$ cat config.mk
export PLATFORM = sky130hd
export DESIGN_NAME = modular_homography_root_map_flat
export DESIGN_NICKNAME = d
export VERILOG_FILES = /design/src/hdl/mhr_pkg.sv /design/src/hdl/mhr_in_if.sv /design/src/hdl/mhr_out_if.sv /design/src/hdl/mhr_ctrl.sv /design/src/hdl/mhr_dp.sv /design/src/hdl/modular_homography_root_map.sv /design/src/flat_wrapper.sv
export SDC_FILE = /design/constraint.sdc
export NUM_CORES = 2
export LEC_CHECK = 0
export CAP_MARGIN = 0
export CORE_UTILIZATION = 49
export DETAILED_ROUTE_END_ITERATION = 7
export DONT_BUFFER_PORTS = 1
export PLACE_DENSITY_LB_ADDON = 0.12
export SLEW_MARGIN = 20
export SYNTH_ARGS = -nofsm -noshare
export SYNTH_HDL_FRONTEND = slang
export SYNTH_SLANG_ARGS = --single-unit
$ cat constraint.sdc
create_clock -name clk -period 16.2 [get_ports clk]
set_input_delay 0.81 -clock clk [delete_from_list [all_inputs] [get_ports clk]]
set_output_delay 0.81 -clock clk [all_outputs]
set_load 0.02 [all_outputs]
$ cat src/hdl/mhr_pkg.sv
// ----------------------------------------------------------------------------
// mhr_pkg
// Shared widths, codes and types of the modular homography root map.
// ----------------------------------------------------------------------------
package mhr_pkg;

  localparam int ROOT_BITS = 32;
  localparam int FIELD_W   = 32;
  localparam int COEF_W    = 8;
  localparam int CFG_IDX_W = 2;
  localparam int SGN_W     = FIELD_W + 2;
  localparam int PROD_W    = 2 * FIELD_W;
  localparam int DCNT_W    = 7;

  localparam logic [FIELD_W-1:0] ROOT_MASK = FIELD_W'((65'd1 << ROOT_BITS) - 65'd1);

  typedef enum logic [1:0] {
    REG_COEF_A = 2'd0,
    REG_COEF_B = 2'd1,
    REG_COEF_C = 2'd2,
    REG_COEF_D = 2'd3
  } reg_idx_t;

  typedef enum logic [4:0] {
    OP_NONE,
    OP_LOAD,
    OP_TRIVIAL,
    OP_MUL_MAG,
    OP_MUL_RC,
    OP_MUL_RA,
    OP_MUL_NI,
    OP_MUL_QS,
    OP_DIV_MOD,
    OP_DIV_EUC,
    OP_WR_RES,
    OP_DEN_FIN,
    OP_DEN_INF,
    OP_EUC_INIT,
    OP_EUC_UPD,
    OP_INV_FIX,
    OP_SET_INF,
    OP_NUM_FIN,
    OP_NUM_INF,
    OP_WR_OUT
  } op_t;

  typedef enum logic [4:0] {
    S_IDLE,
    S_CHECK,
    S_RMUL,
    S_RDIV,
    S_RWAIT,
    S_DEN,
    S_DDIV,
    S_DWAIT,
    S_EINIT,
    S_ETEST,
    S_EWAIT,
    S_EUPD,
    S_EEND,
    S_NUM,
    S_NDIV,
    S_NWAIT,
    S_FMUL,
    S_FDIV,
    S_FWAIT,
    S_DONE
  } state_t;

  typedef struct packed {
    op_t                  op;
    logic [CFG_IDX_W-1:0] k;
  } cmd_t;

  typedef struct packed {
    logic bad;
    logic deg;
    logic infin;
    logic div_done;
    logic rr_zero;
    logic or_one;
  } status_t;

endpackage

$ cat src/hdl/mhr_in_if.sv
// ----------------------------------------------------------------------------
// mhr_in_if
// Input item channel: modulus and root.
// ----------------------------------------------------------------------------
interface mhr_in_if;
  logic                          valid;
  logic                          ready;
  logic [mhr_pkg::FIELD_W-1:0]   modulus;
  logic [mhr_pkg::FIELD_W-1:0]   root_in;

  modport source (output valid, output modulus, output root_in, input ready);
  modport sink   (input valid, input modulus, input root_in, output ready);
endinterface

$ cat src/hdl/mhr_out_if.sv
// ----------------------------------------------------------------------------
// mhr_out_if
// Result item channel: image root and flags.
// ----------------------------------------------------------------------------
interface mhr_out_if;
  logic                          valid;
  logic                          ready;
  logic [mhr_pkg::FIELD_W-1:0]   root_out;
  logic                          at_infinity;
  logic                          bad_root;

  modport source (output valid, output root_out, output at_infinity, output bad_root,
                  input ready);
  modport sink   (input valid, input root_out, input at_infinity, input bad_root,
                  output ready);
endinterface

$ cat src/hdl/mhr_ctrl.sv
// ----------------------------------------------------------------------------
// mhr_ctrl
// Sequencer: steps the datapath through residues, denominator, inverse and
// final product, one item at a time.
// ----------------------------------------------------------------------------
module mhr_ctrl (
  input  logic             clk,
  input  logic             rst,
  input  logic             in_valid,
  output logic             in_ready,
  output logic             out_valid,
  input  logic             out_ready,
  input  mhr_pkg::status_t status,
  output mhr_pkg::cmd_t    cmd
);

  mhr_pkg::state_t                 state, state_next;
  logic [mhr_pkg::CFG_IDX_W-1:0]   k, k_next;

  always_ff @(posedge clk) begin
    if (rst) begin
      state <= mhr_pkg::S_IDLE;
      k     <= '0;
    end else begin
      state <= state_next;
      k     <= k_next;
    end
  end

  always_comb begin
    state_next = state;
    k_next     = k;
    unique case (state)
      mhr_pkg::S_IDLE:  if (in_valid) state_next = mhr_pkg::S_CHECK;
      mhr_pkg::S_CHECK: begin
        k_next = '0;
        if (status.bad || status.deg) state_next = mhr_pkg::S_DONE;
        else state_next = mhr_pkg::S_RMUL;
      end
      mhr_pkg::S_RMUL:  state_next = mhr_pkg::S_RDIV;
      mhr_pkg::S_RDIV:  state_next = mhr_pkg::S_RWAIT;
      mhr_pkg::S_RWAIT: if (status.div_done) begin
        k_next = k + 1'b1;
        if (k == mhr_pkg::CFG_IDX_W'(mhr_pkg::REG_COEF_D)) state_next = mhr_pkg::S_DEN;
        else state_next = mhr_pkg::S_RMUL;
      end
      mhr_pkg::S_DEN: begin
        if (status.infin) state_next = mhr_pkg::S_EINIT;
        else state_next = mhr_pkg::S_DDIV;
      end
      mhr_pkg::S_DDIV:  state_next = mhr_pkg::S_DWAIT;
      mhr_pkg::S_DWAIT: if (status.div_done) state_next = mhr_pkg::S_EINIT;
      mhr_pkg::S_EINIT: state_next = mhr_pkg::S_ETEST;
      mhr_pkg::S_ETEST: begin
        if (status.rr_zero) state_next = mhr_pkg::S_EEND;
        else state_next = mhr_pkg::S_EWAIT;
      end
      mhr_pkg::S_EWAIT: if (status.div_done) state_next = mhr_pkg::S_EUPD;
      mhr_pkg::S_EUPD:  state_next = mhr_pkg::S_ETEST;
      mhr_pkg::S_EEND: begin
        if (status.or_one) state_next = mhr_pkg::S_NUM;
        else state_next = mhr_pkg::S_DONE;
      end
      mhr_pkg::S_NUM: begin
        if (status.infin) state_next = mhr_pkg::S_FMUL;
        else state_next = mhr_pkg::S_NDIV;
      end
      mhr_pkg::S_NDIV:  state_next = mhr_pkg::S_NWAIT;
      mhr_pkg::S_NWAIT: if (status.div_done) state_next = mhr_pkg::S_FMUL;
      mhr_pkg::S_FMUL:  state_next = mhr_pkg::S_FDIV;
      mhr_pkg::S_FDIV:  state_next = mhr_pkg::S_FWAIT;
      mhr_pkg::S_FWAIT: if (status.div_done) state_next = mhr_pkg::S_DONE;
      mhr_pkg::S_DONE:  if (out_ready) state_next = mhr_pkg::S_IDLE;
      default:          state_next = mhr_pkg::S_IDLE;
    endcase
  end

  always_comb begin
    cmd.op    = mhr_pkg::OP_NONE;
    cmd.k     = k;
    in_ready  = 1'b0;
    out_valid = 1'b0;
    unique case (state)
      mhr_pkg::S_IDLE: begin
        in_ready = 1'b1;
        if (in_valid) cmd.op = mhr_pkg::OP_LOAD;
      end
      mhr_pkg::S_CHECK: if (status.bad || status.deg) cmd.op = mhr_pkg::OP_TRIVIAL;
      mhr_pkg::S_RMUL:  cmd.op = mhr_pkg::OP_MUL_MAG;
      mhr_pkg::S_RDIV:  cmd.op = mhr_pkg::OP_DIV_MOD;
      mhr_pkg::S_RWAIT: if (status.div_done) cmd.op = mhr_pkg::OP_WR_RES;
      mhr_pkg::S_DEN: begin
        if (status.infin) cmd.op = mhr_pkg::OP_DEN_INF;
        else cmd.op = mhr_pkg::OP_MUL_RC;
      end
      mhr_pkg::S_DDIV:  cmd.op = mhr_pkg::OP_DIV_MOD;
      mhr_pkg::S_DWAIT: if (status.div_done) cmd.op = mhr_pkg::OP_DEN_FIN;
      mhr_pkg::S_EINIT: cmd.op = mhr_pkg::OP_EUC_INIT;
      mhr_pkg::S_ETEST: if (!status.rr_zero) cmd.op = mhr_pkg::OP_DIV_EUC;
      mhr_pkg::S_EWAIT: if (status.div_done) cmd.op = mhr_pkg::OP_MUL_QS;
      mhr_pkg::S_EUPD:  cmd.op = mhr_pkg::OP_EUC_UPD;
      mhr_pkg::S_EEND: begin
        if (status.or_one) cmd.op = mhr_pkg::OP_INV_FIX;
        else cmd.op = mhr_pkg::OP_SET_INF;
      end
      mhr_pkg::S_NUM: begin
        if (status.infin) cmd.op = mhr_pkg::OP_NUM_INF;
        else cmd.op = mhr_pkg::OP_MUL_RA;
      end
      mhr_pkg::S_NDIV:  cmd.op = mhr_pkg::OP_DIV_MOD;
      mhr_pkg::S_NWAIT: if (status.div_done) cmd.op = mhr_pkg::OP_NUM_FIN;
      mhr_pkg::S_FMUL:  cmd.op = mhr_pkg::OP_MUL_NI;
      mhr_pkg::S_FDIV:  cmd.op = mhr_pkg::OP_DIV_MOD;
      mhr_pkg::S_FWAIT: if (status.div_done) cmd.op = mhr_pkg::OP_WR_OUT;
      mhr_pkg::S_DONE:  out_valid = 1'b1;
      default:          cmd.op = mhr_pkg::OP_NONE;
    endcase
  end

endmodule

$ cat src/hdl/mhr_dp.sv
// ----------------------------------------------------------------------------
// mhr_dp
// Datapath: coefficient registers, one multiplier, a restoring divider and
// the extended Euclid registers.
// ----------------------------------------------------------------------------
module mhr_dp (
  input  logic                               clk,
  input  logic                               rst,
  input  logic                               cfg_we,
  input  logic [mhr_pkg::CFG_IDX_W-1:0]      cfg_index,
  input  logic [mhr_pkg::COEF_W-1:0]         cfg_data,
  input  logic [mhr_pkg::FIELD_W-1:0]        modulus,
  input  logic [mhr_pkg::FIELD_W-1:0]        root_in,
  input  mhr_pkg::cmd_t                      cmd,
  output mhr_pkg::status_t                   status,
  output logic [mhr_pkg::FIELD_W-1:0]        root_out,
  output logic                               at_infinity,
  output logic                               bad_root
);

  localparam int W  = mhr_pkg::FIELD_W;
  localparam int SW = mhr_pkg::SGN_W;

  logic signed [mhr_pkg::COEF_W-1:0] coef [4];

  logic [W-1:0]  p, r, ra, rb, rc, rd, den, num, inv;
  logic          bad, deg, infin;
  logic [W-1:0]  oldr, rr;
  logic signed [SW-1:0] os, s;
  logic [mhr_pkg::PROD_W-1:0] prod;

  // divider
  logic [mhr_pkg::PROD_W-1:0] dn;
  logic [W-1:0]               rm, dv;
  logic [mhr_pkg::DCNT_W-1:0] dcnt;
  logic                       dbusy, ddone;
  logic [W:0]                 dsh;
  logic                       dge;

  logic signed [mhr_pkg::COEF_W-1:0] ck;
  logic [mhr_pkg::COEF_W-1:0]        mag;
  logic signed [SW-1:0]              opx, opy;
  logic signed [2*SW-1:0]            mprod;
  logic [W-1:0]                      neg_val;
  logic [W-1:0]                      addx;
  logic [W:0]                        asum;
  logic [W-1:0]                      amod;
  logic signed [SW-1:0]              ifix;
  logic [W-1:0]                      inv_val;

  always_ff @(posedge clk) begin
    if (rst) begin
      coef[mhr_pkg::REG_COEF_A] <= 8'sd1;
      coef[mhr_pkg::REG_COEF_B] <= 8'sd0;
      coef[mhr_pkg::REG_COEF_C] <= 8'sd0;
      coef[mhr_pkg::REG_COEF_D] <= 8'sd1;
    end else if (cfg_we) begin
      coef[cfg_index] <= cfg_data;
    end
  end

  assign ck  = coef[cmd.k];
  assign mag = ck[mhr_pkg::COEF_W-1] ? mhr_pkg::COEF_W'(-ck) : ck;

  always_comb begin
    opx = '0;
    opy = '0;
    unique case (cmd.op)
      mhr_pkg::OP_MUL_MAG: begin
        opx = SW'({1'b0, mag});
        opy = SW'(1);
      end
      mhr_pkg::OP_MUL_RC: begin
        opx = SW'({1'b0, r});
        opy = SW'({1'b0, rc});
      end
      mhr_pkg::OP_MUL_RA: begin
        opx = SW'({1'b0, r});
        opy = SW'({1'b0, ra});
      end
      mhr_pkg::OP_MUL_NI: begin
        opx = SW'({1'b0, num});
        opy = SW'({1'b0, inv});
      end
      mhr_pkg::OP_MUL_QS: begin
        opx = SW'({1'b0, dn[W-1:0]});
        opy = s;
      end
      default: begin
        opx = '0;
        opy = '0;
      end
    endcase
  end

  assign mprod = opx * opy;

  // modular add of the last remainder and a stored residue
  always_comb begin
    addx = (cmd.op == mhr_pkg::OP_NUM_FIN) ? rb : rd;
    asum = {1'b0, rm} + {1'b0, addx};
    amod = (asum >= {1'b0, p}) ? W'(asum - {1'b0, p}) : asum[W-1:0];
  end

  assign neg_val = (ck[mhr_pkg::COEF_W-1] && (rm != '0)) ? (p - rm) : rm;
  assign ifix    = os[SW-1] ? (SW'({1'b0, p}) + os) : os;
  assign inv_val = (ifix >= SW'({1'b0, p})) ? W'(ifix - SW'({1'b0, p})) : ifix[W-1:0];

  always_ff @(posedge clk) begin
    unique case (cmd.op)
      mhr_pkg::OP_LOAD: begin
        p     <= modulus & mhr_pkg::ROOT_MASK;
        r     <= root_in & mhr_pkg::ROOT_MASK;
        bad   <= (root_in & mhr_pkg::ROOT_MASK) > (modulus & mhr_pkg::ROOT_MASK);
        deg   <= (modulus & mhr_pkg::ROOT_MASK) < W'(2);
        infin <= (root_in & mhr_pkg::ROOT_MASK) == (modulus & mhr_pkg::ROOT_MASK);
      end
      mhr_pkg::OP_TRIVIAL: begin
        root_out    <= '0;
        at_infinity <= 1'b0;
        bad_root    <= bad;
      end
      mhr_pkg::OP_MUL_MAG, mhr_pkg::OP_MUL_RC, mhr_pkg::OP_MUL_RA,
      mhr_pkg::OP_MUL_NI, mhr_pkg::OP_MUL_QS: prod <= mprod[mhr_pkg::PROD_W-1:0];
      mhr_pkg::OP_WR_RES: begin
        unique case (cmd.k)
          mhr_pkg::REG_COEF_A: ra <= neg_val;
          mhr_pkg::REG_COEF_B: rb <= neg_val;
          mhr_pkg::REG_COEF_C: rc <= neg_val;
          mhr_pkg::REG_COEF_D: rd <= neg_val;
          default:             rd <= neg_val;
        endcase
      end
      mhr_pkg::OP_DEN_FIN: den <= amod;
      mhr_pkg::OP_DEN_INF: den <= rc;
      mhr_pkg::OP_EUC_INIT: begin
        oldr <= den;
        rr   <= p;
        os   <= SW'(1);
        s    <= '0;
      end
      mhr_pkg::OP_EUC_UPD: begin
        oldr <= rr;
        rr   <= rm;
        os   <= s;
        s    <= os - $signed(prod[SW-1:0]);
      end
      mhr_pkg::OP_INV_FIX: inv <= inv_val;
      mhr_pkg::OP_SET_INF: begin
        root_out    <= p;
        at_infinity <= 1'b1;
        bad_root    <= 1'b0;
      end
      mhr_pkg::OP_NUM_FIN: num <= amod;
      mhr_pkg::OP_NUM_INF: num <= ra;
      mhr_pkg::OP_WR_OUT: begin
        root_out    <= rm;
        at_infinity <= 1'b0;
        bad_root    <= 1'b0;
      end
      default: ;
    endcase
  end

  // restoring divider, one quotient bit a cycle
  assign dsh = {rm, dn[mhr_pkg::PROD_W-1]};
  assign dge = dsh >= {1'b0, dv};

  always_ff @(posedge clk) begin
    if (rst) begin
      dbusy <= 1'b0;
      ddone <= 1'b0;
      dcnt  <= '0;
    end else begin
      ddone <= 1'b0;
      if (cmd.op == mhr_pkg::OP_DIV_MOD) begin
        dbusy <= 1'b1;
        dcnt  <= mhr_pkg::DCNT_W'(mhr_pkg::PROD_W);
      end else if (cmd.op == mhr_pkg::OP_DIV_EUC) begin
        dbusy <= 1'b1;
        dcnt  <= mhr_pkg::DCNT_W'(W);
      end else if (dbusy) begin
        dcnt <= dcnt - 1'b1;
        if (dcnt == mhr_pkg::DCNT_W'(1)) begin
          dbusy <= 1'b0;
          ddone <= 1'b1;
        end
      end
    end
  end

  always_ff @(posedge clk) begin
    if (cmd.op == mhr_pkg::OP_DIV_MOD) begin
      dn <= prod;
      dv <= p;
      rm <= '0;
    end else if (cmd.op == mhr_pkg::OP_DIV_EUC) begin
      dn <= {oldr, {W{1'b0}}};
      dv <= rr;
      rm <= '0;
    end else if (dbusy) begin
      rm <= dge ? W'(dsh - {1'b0, dv}) : dsh[W-1:0];
      dn <= {dn[mhr_pkg::PROD_W-2:0], dge};
    end
  end

  assign status.bad      = bad;
  assign status.deg      = deg;
  assign status.infin    = infin;
  assign status.div_done = ddone;
  assign status.rr_zero  = (rr == '0);
  assign status.or_one   = (oldr == W'(1));

endmodule

$ cat src/hdl/modular_homography_root_map.sv
// Each modular reduction and each extended Euclid quotient runs on the one
//   restoring divider.
// Throughput: one item at a time; the next item is taken once the result
//   has been delivered.
// Reset: synchronous, active high; coefficients return to 1, 0, 0, 1.
// ----------------------------------------------------------------------------
// modular_homography_root_map
// Maps a root mod p through (A*r+B)/(C*r+D), infinity as root equal to p.
// ----------------------------------------------------------------------------
module modular_homography_root_map (
  input  logic                          clk,
  input  logic                          rst,
  mhr_in_if.sink                        in_item,
  mhr_out_if.source                     out_item,
  input  logic                          cfg_we,
  input  logic [mhr_pkg::CFG_IDX_W-1:0] cfg_index,
  input  logic [mhr_pkg::COEF_W-1:0]    cfg_data
);

  mhr_pkg::cmd_t    cmd;
  mhr_pkg::status_t status;

  mhr_ctrl u_ctrl (
    .clk       (clk),
    .rst       (rst),
    .in_valid  (in_item.valid),
    .in_ready  (in_item.ready),
    .out_valid (out_item.valid),
    .out_ready (out_item.ready),
    .status    (status),
    .cmd       (cmd)
  );

  mhr_dp u_dp (
    .clk         (clk),
    .rst         (rst),
    .cfg_we      (cfg_we),
    .cfg_index   (cfg_index),
    .cfg_data    (cfg_data),
    .modulus     (in_item.modulus),
    .root_in     (in_item.root_in),
    .cmd         (cmd),
    .status      (status),
    .root_out    (out_item.root_out),
    .at_infinity (out_item.at_infinity),
    .bad_root    (out_item.bad_root)
  );

endmodule

$ cat src/flat_wrapper.sv
// flat-port wrapper written by rule: the top's interface ports become plain ports
module modular_homography_root_map_flat 
  (clk, rst, cfg_we, cfg_index, cfg_data, in_item_valid, in_item_modulus, in_item_root_in, in_item_ready, out_item_valid, out_item_root_out, out_item_at_infinity, out_item_bad_root, out_item_ready);
  mhr_in_if in_item_i ();
  mhr_out_if out_item_i ();
  input  logic clk;
  input  logic rst;
  input  logic cfg_we;
  input  logic [mhr_pkg::CFG_IDX_W-1:0] cfg_index;
  input  logic [mhr_pkg::COEF_W-1:0] cfg_data;
  input wire logic [$bits(in_item_i.valid)-1:0] in_item_valid;
  input wire logic [$bits(in_item_i.modulus)-1:0] in_item_modulus;
  input wire logic [$bits(in_item_i.root_in)-1:0] in_item_root_in;
  output wire logic [$bits(in_item_i.ready)-1:0] in_item_ready;
  output wire logic [$bits(out_item_i.valid)-1:0] out_item_valid;
  output wire logic [$bits(out_item_i.root_out)-1:0] out_item_root_out;
  output wire logic [$bits(out_item_i.at_infinity)-1:0] out_item_at_infinity;
  output wire logic [$bits(out_item_i.bad_root)-1:0] out_item_bad_root;
  input wire logic [$bits(out_item_i.ready)-1:0] out_item_ready;
  assign in_item_i.valid = in_item_valid;
  assign in_item_i.modulus = in_item_modulus;
  assign in_item_i.root_in = in_item_root_in;
  assign in_item_ready = in_item_i.ready;
  assign out_item_valid = out_item_i.valid;
  assign out_item_root_out = out_item_i.root_out;
  assign out_item_at_infinity = out_item_i.at_infinity;
  assign out_item_bad_root = out_item_i.bad_root;
  assign out_item_i.ready = out_item_ready;
  modular_homography_root_map u_core (.clk(clk), .rst(rst), .in_item(in_item_i), .out_item(out_item_i), .cfg_we(cfg_we), .cfg_index(cfg_index), .cfg_data(cfg_data));
endmodule
Word-level counts from Yosys, hierarchy flattened
Memory sizes are Yosys's and may differ from the RTL's. A register that Yosys moved wholly into a read port is not among the register bits. Cells that the tools add are included.

Bits in registers: 665. Memory bits (writable): 32. Input port bits: 79. Word-level logic and storage cells: 203. Memories: 1.

$add $sub $neg: 10. Multiply operators: 1. Order comparisons: 5. Equal/unequal tests: 51. Multiplexer cells: 71. Bitwise gates (word level): 1. Reduce and logical (&&, ||, !) cells: 33.

Memory list: u_core.u_dp.coef (depth 4, width 8, rd ports 1, clocked after memory_dff 1, wr ports 4, line mhr_dp.sv:24) `logic signed [mhr_pkg::COEF_W-1:0] coef [4];`.

Operator list (count): $pmux W32 S2 (4); $mux W32 (7); $mux W64 (3); $pmux W34 S5 (1); $pmux W34 S2 (2); $pmux W32 S4 (1); $sub A32 B32 Y32 (4); $pmux W32 S3 (1); $pmux W5 S19 (1); $eq A5 B4 Y1 const B (16); $pmux W5 S16 (1); $mux W5 (14); $ge A33 B32 Y1 (2); $mul A33 B34 Y64 (1); $eq A5 B3 Y1 const B (8); $eq A5 B5 Y1 const B (8); $add A32 B34 Y34 (1); $ge A34 B32 Y1 (1); $mux W34 (1); $sub A34 B34 Y34 (1); $add A32 B32 Y33 (1); $eq A32 B1 Y1 const B (1); $eq A32 B32 Y1 (1); $gt A32 B32 Y1 (1); 34 further kinds (90).

Longest topological paths before layout
Depth after elaboration: 9. Gate-level depth with buffers: 41. Mapped depth without buffers: 36.

Modules after synthesis
A second synthesis with hierarchy kept.

Cell total of the unflattened synthesis: 8087. Area, all modules: 78212.5 um^2.

By module, submodules not included: mhr_dp (times used 1, cells an instance 7943, area an instance 77262.9 um^2); mhr_ctrl (times used 1, cells an instance 144, area an instance 949.7 um^2).

Least setup slack after synthesis
No wires, ideal clock.

Path kind: register -> register. Start point: register u_core.u_ctrl.state[0]. End point: register u_core.u_dp.prod[63] in the netlist's numbering, data pin. Setup time: 0.272 ns. Arrival: 10.787 ns. Slack: 5.141 ns. Stages on the path, launching flop included: 30. Cell sequence: dfxtp_1 > nor3_1 > nand3_1 > nor3_2 > nor4_4 > and3_1 > buf_4 > buf_2 > a221oi_1 > clkbuf_1 > nor2_1 > fa_1 > fa_1 > inv_1 > fa_1 > fa_1 > inv_1 > fa_1 > fa_1 > fa_1 > fa_1 > ha_1 > clkbuf_1 > and2_1 > a221o_1 > nand2_1 > a21o_1 > a32o_1 > o2111a_1 > or4_1.

Word-level cells in the longest chain between the ends: 7. Elaborated cells between the ends (all ways): 30.

Ends and longest elaborated chain: start, declared (line mhr_ctrl.sv:17) `mhr_pkg::state_t state, state_next;`; start signal, assigned (line mhr_ctrl.sv:22) `state <= mhr_pkg::S_IDLE;`; start signal, assigned (line mhr_ctrl.sv:25) `state <= state_next;`; $eq A5 B5 Y1, or another cell as far along (line mhr_ctrl.sv:83) `unique case (state)`; $reduce_or A4 Y1 (no line); $pmux W5 S16 * (line mhr_ctrl.sv:83); $eq A5 B3 Y1 (line mhr_dp.sv:68) `unique case (cmd.op)`; $reduce_or A2 Y1 (no line); $pmux W32 S4 (line mhr_dp.sv:68); $mul A33 B34 Y64 * (line mhr_dp.sv:96) `assign mprod = opx * opy;`; net u_core.u_dp.mprod[63] (line mhr_dp.sv:43) `logic signed [2*SW-1:0] mprod;`; end signal, assigned (line mhr_dp.sv:124) `mhr_pkg::OP_MUL_NI, mhr_pkg::OP_MUL_QS: prod <= mprod[mhr_pkg::PROD_W-1:0];`; end, declared (line mhr_dp.sv:30) `logic [mhr_pkg::PROD_W-1:0] prod;`.

Mark *: on every way through the listed nets, which the timed path passes. The rest lies on a longest branch. A chain may end at the register's enable or synchronous reset.

Worst setup path after layout
Same ends and word-level chain as after synthesis.

==> impl_metrics.py <==
metrics = {
    "run_status": {
        "status": "complete, but fails checks",
        "violations": "design-rule violations",
    },
    "routing": {
        "antenna_left": 0,
        "wl_per_cell_um": 30.31,
        "dr.pass1.iters": 8,
        "num_vias": 62895,
        "routed_wl_mm": 314.7,
        "vias_per_cell": 6.058,
        "drt-initial-drc-count": 6550,
        "drc_errors": 4,
    },
    "worst_setup_path": {
        "r2r_start": "u_core.u_ctrl.state[0]",
        "arrival_ns": 13.85,
        "path_depth": 34,
        "timing_worst_setup_path_type": "register to register",
        "cpPeakStageDelay_ns": 0.85,
        "critPathLaunchType": "register",
        "worstPathRequired_ns": 16.64,
        "crit_family": "adder cells",
        "cp_slowest_cell": "and2_4",
        "cp_common_cell": "fa_1",
        "reg2reg_to": "u_core.u_dp.prod[63]",
        "critical_path_buf_inv_count": 7,
        "ff2ff_path_depth": 34,
        "crit_start": "u_core.u_ctrl.state[0]",
        "critical_path.endpoint": "u_core.u_dp.prod[63]",
        "rrSetupSlack_ns": 2.79,
        "end_kind": "register",
        "critPathMaxFanout": 41,
    },
    "sta": {
        "hold_viol_final": 0,
        "fmax_mhz": 74.55,
        "tightest_slew_ns": 1.198,
        "slew_headroom_pct": 19.28,
        "worst_clock_skew_ns": 0.05075,
        "tns_ns": 0,
        "finalCritPeriodShare_pct": 82.80,
        "final-setup-viol-count": 0,
        "rsz0062_at_grt": "false",
        "layout_min_cycle_time_ns": 13.41,
        "slew_violations": 0,
    },
    "synthesis": {
        "synth_common_cells": "inv_1, fa_1, nor2_1",
        "syn-mean-instance-area_um2": 9.615,
        "yosysMostFrequentCell": "inv_1",
        "yosysWarningCount": 0,
        "syn-cell-area_um2": 79420,
        "synth_top_family_by_area": "adder cells",
        "synthSimpleGateAreaFrac_pct": 13.42,
        "synth_mux_area_share_pct": 2.097,
        "synthFlopType": "edfxtp_1",
        "synth_cells": 8260,
        "synth_edf_count": 649,
        "ys_async_sr_fraction_pct": 0,
        "synthesis.nets": 9907,
        "synthAdderAreaFrac_pct": 35.28,
        "synth-seq-cells": 699,
        "synth_compound_area_share_pct": 11.97,
        "yosysUniqueCellTypes": 99,
        "synth_top_area_share_pct": 28.21,
        "ys_seq_area_share_pct": 25.80,
        "synthTopCellsByArea": "fa_1, edfxtp_1, ha_1",
        "synth_top_cell_by_area": "fa_1",
        "synth-xor-area-share_pct": 2.768,
    },
    "clocking": {
        "cts_sinks": 699,
        "numCtsBuffers": 79,
        "h-tree-depth": 3,
        "insertion_delay_ns": 0.72,
        "post_cts_buffers": 0,
        "root_buffer": "clkbuf_16",
        "tritoncts": "yes",
        "ctsResizeCount": 0,
        "cts_hold_buffers": 0,
        "clockBufferDepth": 3,
        "clkTransAtPathRegs_ns": 0.06,
    },
    "grt": {
        "first_global_vias": 63611,
        "grt_usage_pct": 38.97,
        "gr-total-overflow": 0,
        "antenna_found_initial": 15,
        "grt_max_degree": 135,
        "grt_pass1_wl_mm": 453.2,
    },
    "pwr": {
        "seqPwrFrac_pct": 25.8,
        "power_switching_w": 0.005948,
        "clkPwrFrac_pct": 16.0,
        "pwr-share-comb_pct": 58.2,
        "ir_drop_mv": 0.1287,
        "p_per_area_nw_per_um2": 138.3,
        "p_leak_nw": 37.49,
        "internal_power_w": 0.005815,
        "switching_share_pct": 50.57,
    },
    "placement": {
        "placed_cell_area_um2": 82380,
        "post-dp-hpwl_mm": 251.5,
        "io_buffers": 0,
        "gp_congestion": 1.027,
    },
    "floorplanning": {
        "initial_core_util_pct": 49.41,
        "io_pins": 115,
        "core_um2": 160800,
        "dieArea_um2": 163700,
        "die_x_um": 404.6,
        "fp.dieH_um": 404.6,
        "rows": 147,
    },
    "cells_and_area": {
        "postLayoutCellArea_um2": 85070,
        "drive_gt1_share_pct": 6.353,
        "fin_util_pct": 52.92,
        "ff_latch_area_um2": 20490,
        "num-fill-cells": 14806,
        "syn2layout_area_growth_pct": 7.115,
        "final_nets": 9798,
        "multi_input_area_um2": 52560,
    },
    "min_path": {
        "hold_class": "primary input to register",
    },
    "run": {
        "maxCapViolations": 0,
    },
}
[final cells by class]
type	instances	share of cell area, %
Multi-Input combinational cell	5790	61.79
Sequential cell	699	24.09
Inverter	1401	6.182
Tap cell	2160	3.177
Clock buffer	98	2.458
Timing Repair Buffer	180	1.633
Clock inverter	48	0.6618
Antenna cell	6	0.01765
[worst register-to-register path, delay by kind of cell, from the launching register on]
kind / cells / cell delay (ns)
AO/OA/AOI/OAI: 9 / 3.39
adder cells (fa/ha/maj): 9 / 4.44
buffers and inverters: 7 / 1.18
flip-flops: 1 / 0.58
AND/OR/NAND/NOR: 9 / 3.54
[per-stage QoR]
stage                     hold slack, ns  cells  worst slack [ns]  total power (W)
final                             0.1666  10382             2.787          0.01176
after detailed placement          0.5241  10229             3.052         0.009666
after global routing              0.1269  10378             2.309          0.01229
after floorplan                   0.4907   8260             5.141         0.006979
after global placement            0.5095  10229             3.034         0.009685
after CTS                         0.1203  10375             3.007          0.01160
[power by group through the flow]
| stage | combinational, W | sequential [W] | clock, W |
|---|---|---|---|
| 2_1_floorplan | 0.00414 | 0.00284 | 0 |
| 3_3_place_gp | 0.00664 | 0.00304 | 0 |
| 3_5_place_dp | 0.00663 | 0.00304 | 0 |
| 4_1_cts | 0.00669 | 0.00301 | 0.00190 |
| 5_1_grt | 0.00728 | 0.00304 | 0.00196 |
| 6_report | 0.00685 | 0.00303 | 0.00188 |
[layout by cell type (no fill, tap or decap), types with 62 or more instances in the layout]
cell / netlist / layout
and2_1: 104 / 102
nand2_1: 849 / 849
o21a_1: 63 / 62
nand3_1: 93 / 92
a21oi_1: 309 / 309
mux2i_1: 64 / 64
nand2b_1: 94 / 94
inv_1: 1401 / 1399
ha_1: 449 / 449
a31oi_1: 82 / 81
a22o_1: 71 / 71
nor2_1: 939 / 937
nor3_1: 75 / 72
xor2_1: 76 / 76
edfxtp_1: 649 / 649
clkbuf_16: 0 / 81
buf_4: 18 / 177
o21ai_0: 330 / 326
a21o_1: 127 / 127
xnor2_1: 175 / 175
mux2_2: 75 / 75
fa_1: 1119 / 1119
[metal layers]
metal,share of wire (%),vias up,global-route usage (%),routed length [µm]
met5,0.011,-,0,36
met4,7.2,4,23.41,22790
met3,9.5,710,8.420,29760
met2,44,3183,60.02,139400
met1,39,32112,50.42,122800
li1,-,26886,-,-
[sequential cells by signal, summed over array words and instances (netlist names), 2 cells and up, named ones only]
name / flops
u_core.u_dp.num: 32
u_core.u_dp.s: 34
u_core.u_dp.r: 32
u_core.u_dp.inv: 32
u_core.u_dp.p: 32
u_core.u_dp.dn: 64
u_core.u_dp.dv: 32
u_core.u_ctrl.k: 2
u_core.u_dp.den: 32
u_core.u_dp.coef: 32
u_core.u_dp.root_out: 32
u_core.u_dp.rb: 32
u_core.u_dp.rr: 32
u_core.u_ctrl.state: 5
u_core.u_dp.rd: 32
u_core.u_dp.prod: 64
u_core.u_dp.dcnt: 7
u_core.u_dp.os: 34
u_core.u_dp.rm: 32
u_core.u_dp.oldr: 32
u_core.u_dp.ra: 32
u_core.u_dp.rc: 32
[kinds of logic (layout without fill, tap and decap cells)]
| family | Yosys count | count (layout) |
|---|---|---|
| compound gates | 1394 | 1394 |
| xor+xnor | 251 | 251 |
| fa+ha+maj | 1568 | 1568 |
| buf+inv | 1771 | 1727 |
| flops | 699 | 699 |
| mux | 147 | 147 |
| other cells | 0 | 6 |
| simple gates | 2430 | 2430 |
[how the worst min path moves through the flow]
stage / startpoint / endpoint / slack, ns / cells after the start
after floorplan: u_core.u_dp.den[13] / u_core.u_dp.oldr[13] / 0.49 / 2
after detailed placement: u_core.u_dp.prod[62] / u_core.u_dp.dn[62] / 0.52 / 2
after global placement: u_core.u_dp.prod[58] / u_core.u_dp.dn[58] / 0.51 / 2
final: rst / u_core.u_ctrl.state[2] / 0.17 / 1
after global routing: rst / u_core.u_ctrl.state[0] / 0.13 / 1
after CTS: rst / u_core.u_ctrl.state[2] / 0.12 / 1
Power figures use the tool's default switching activity.
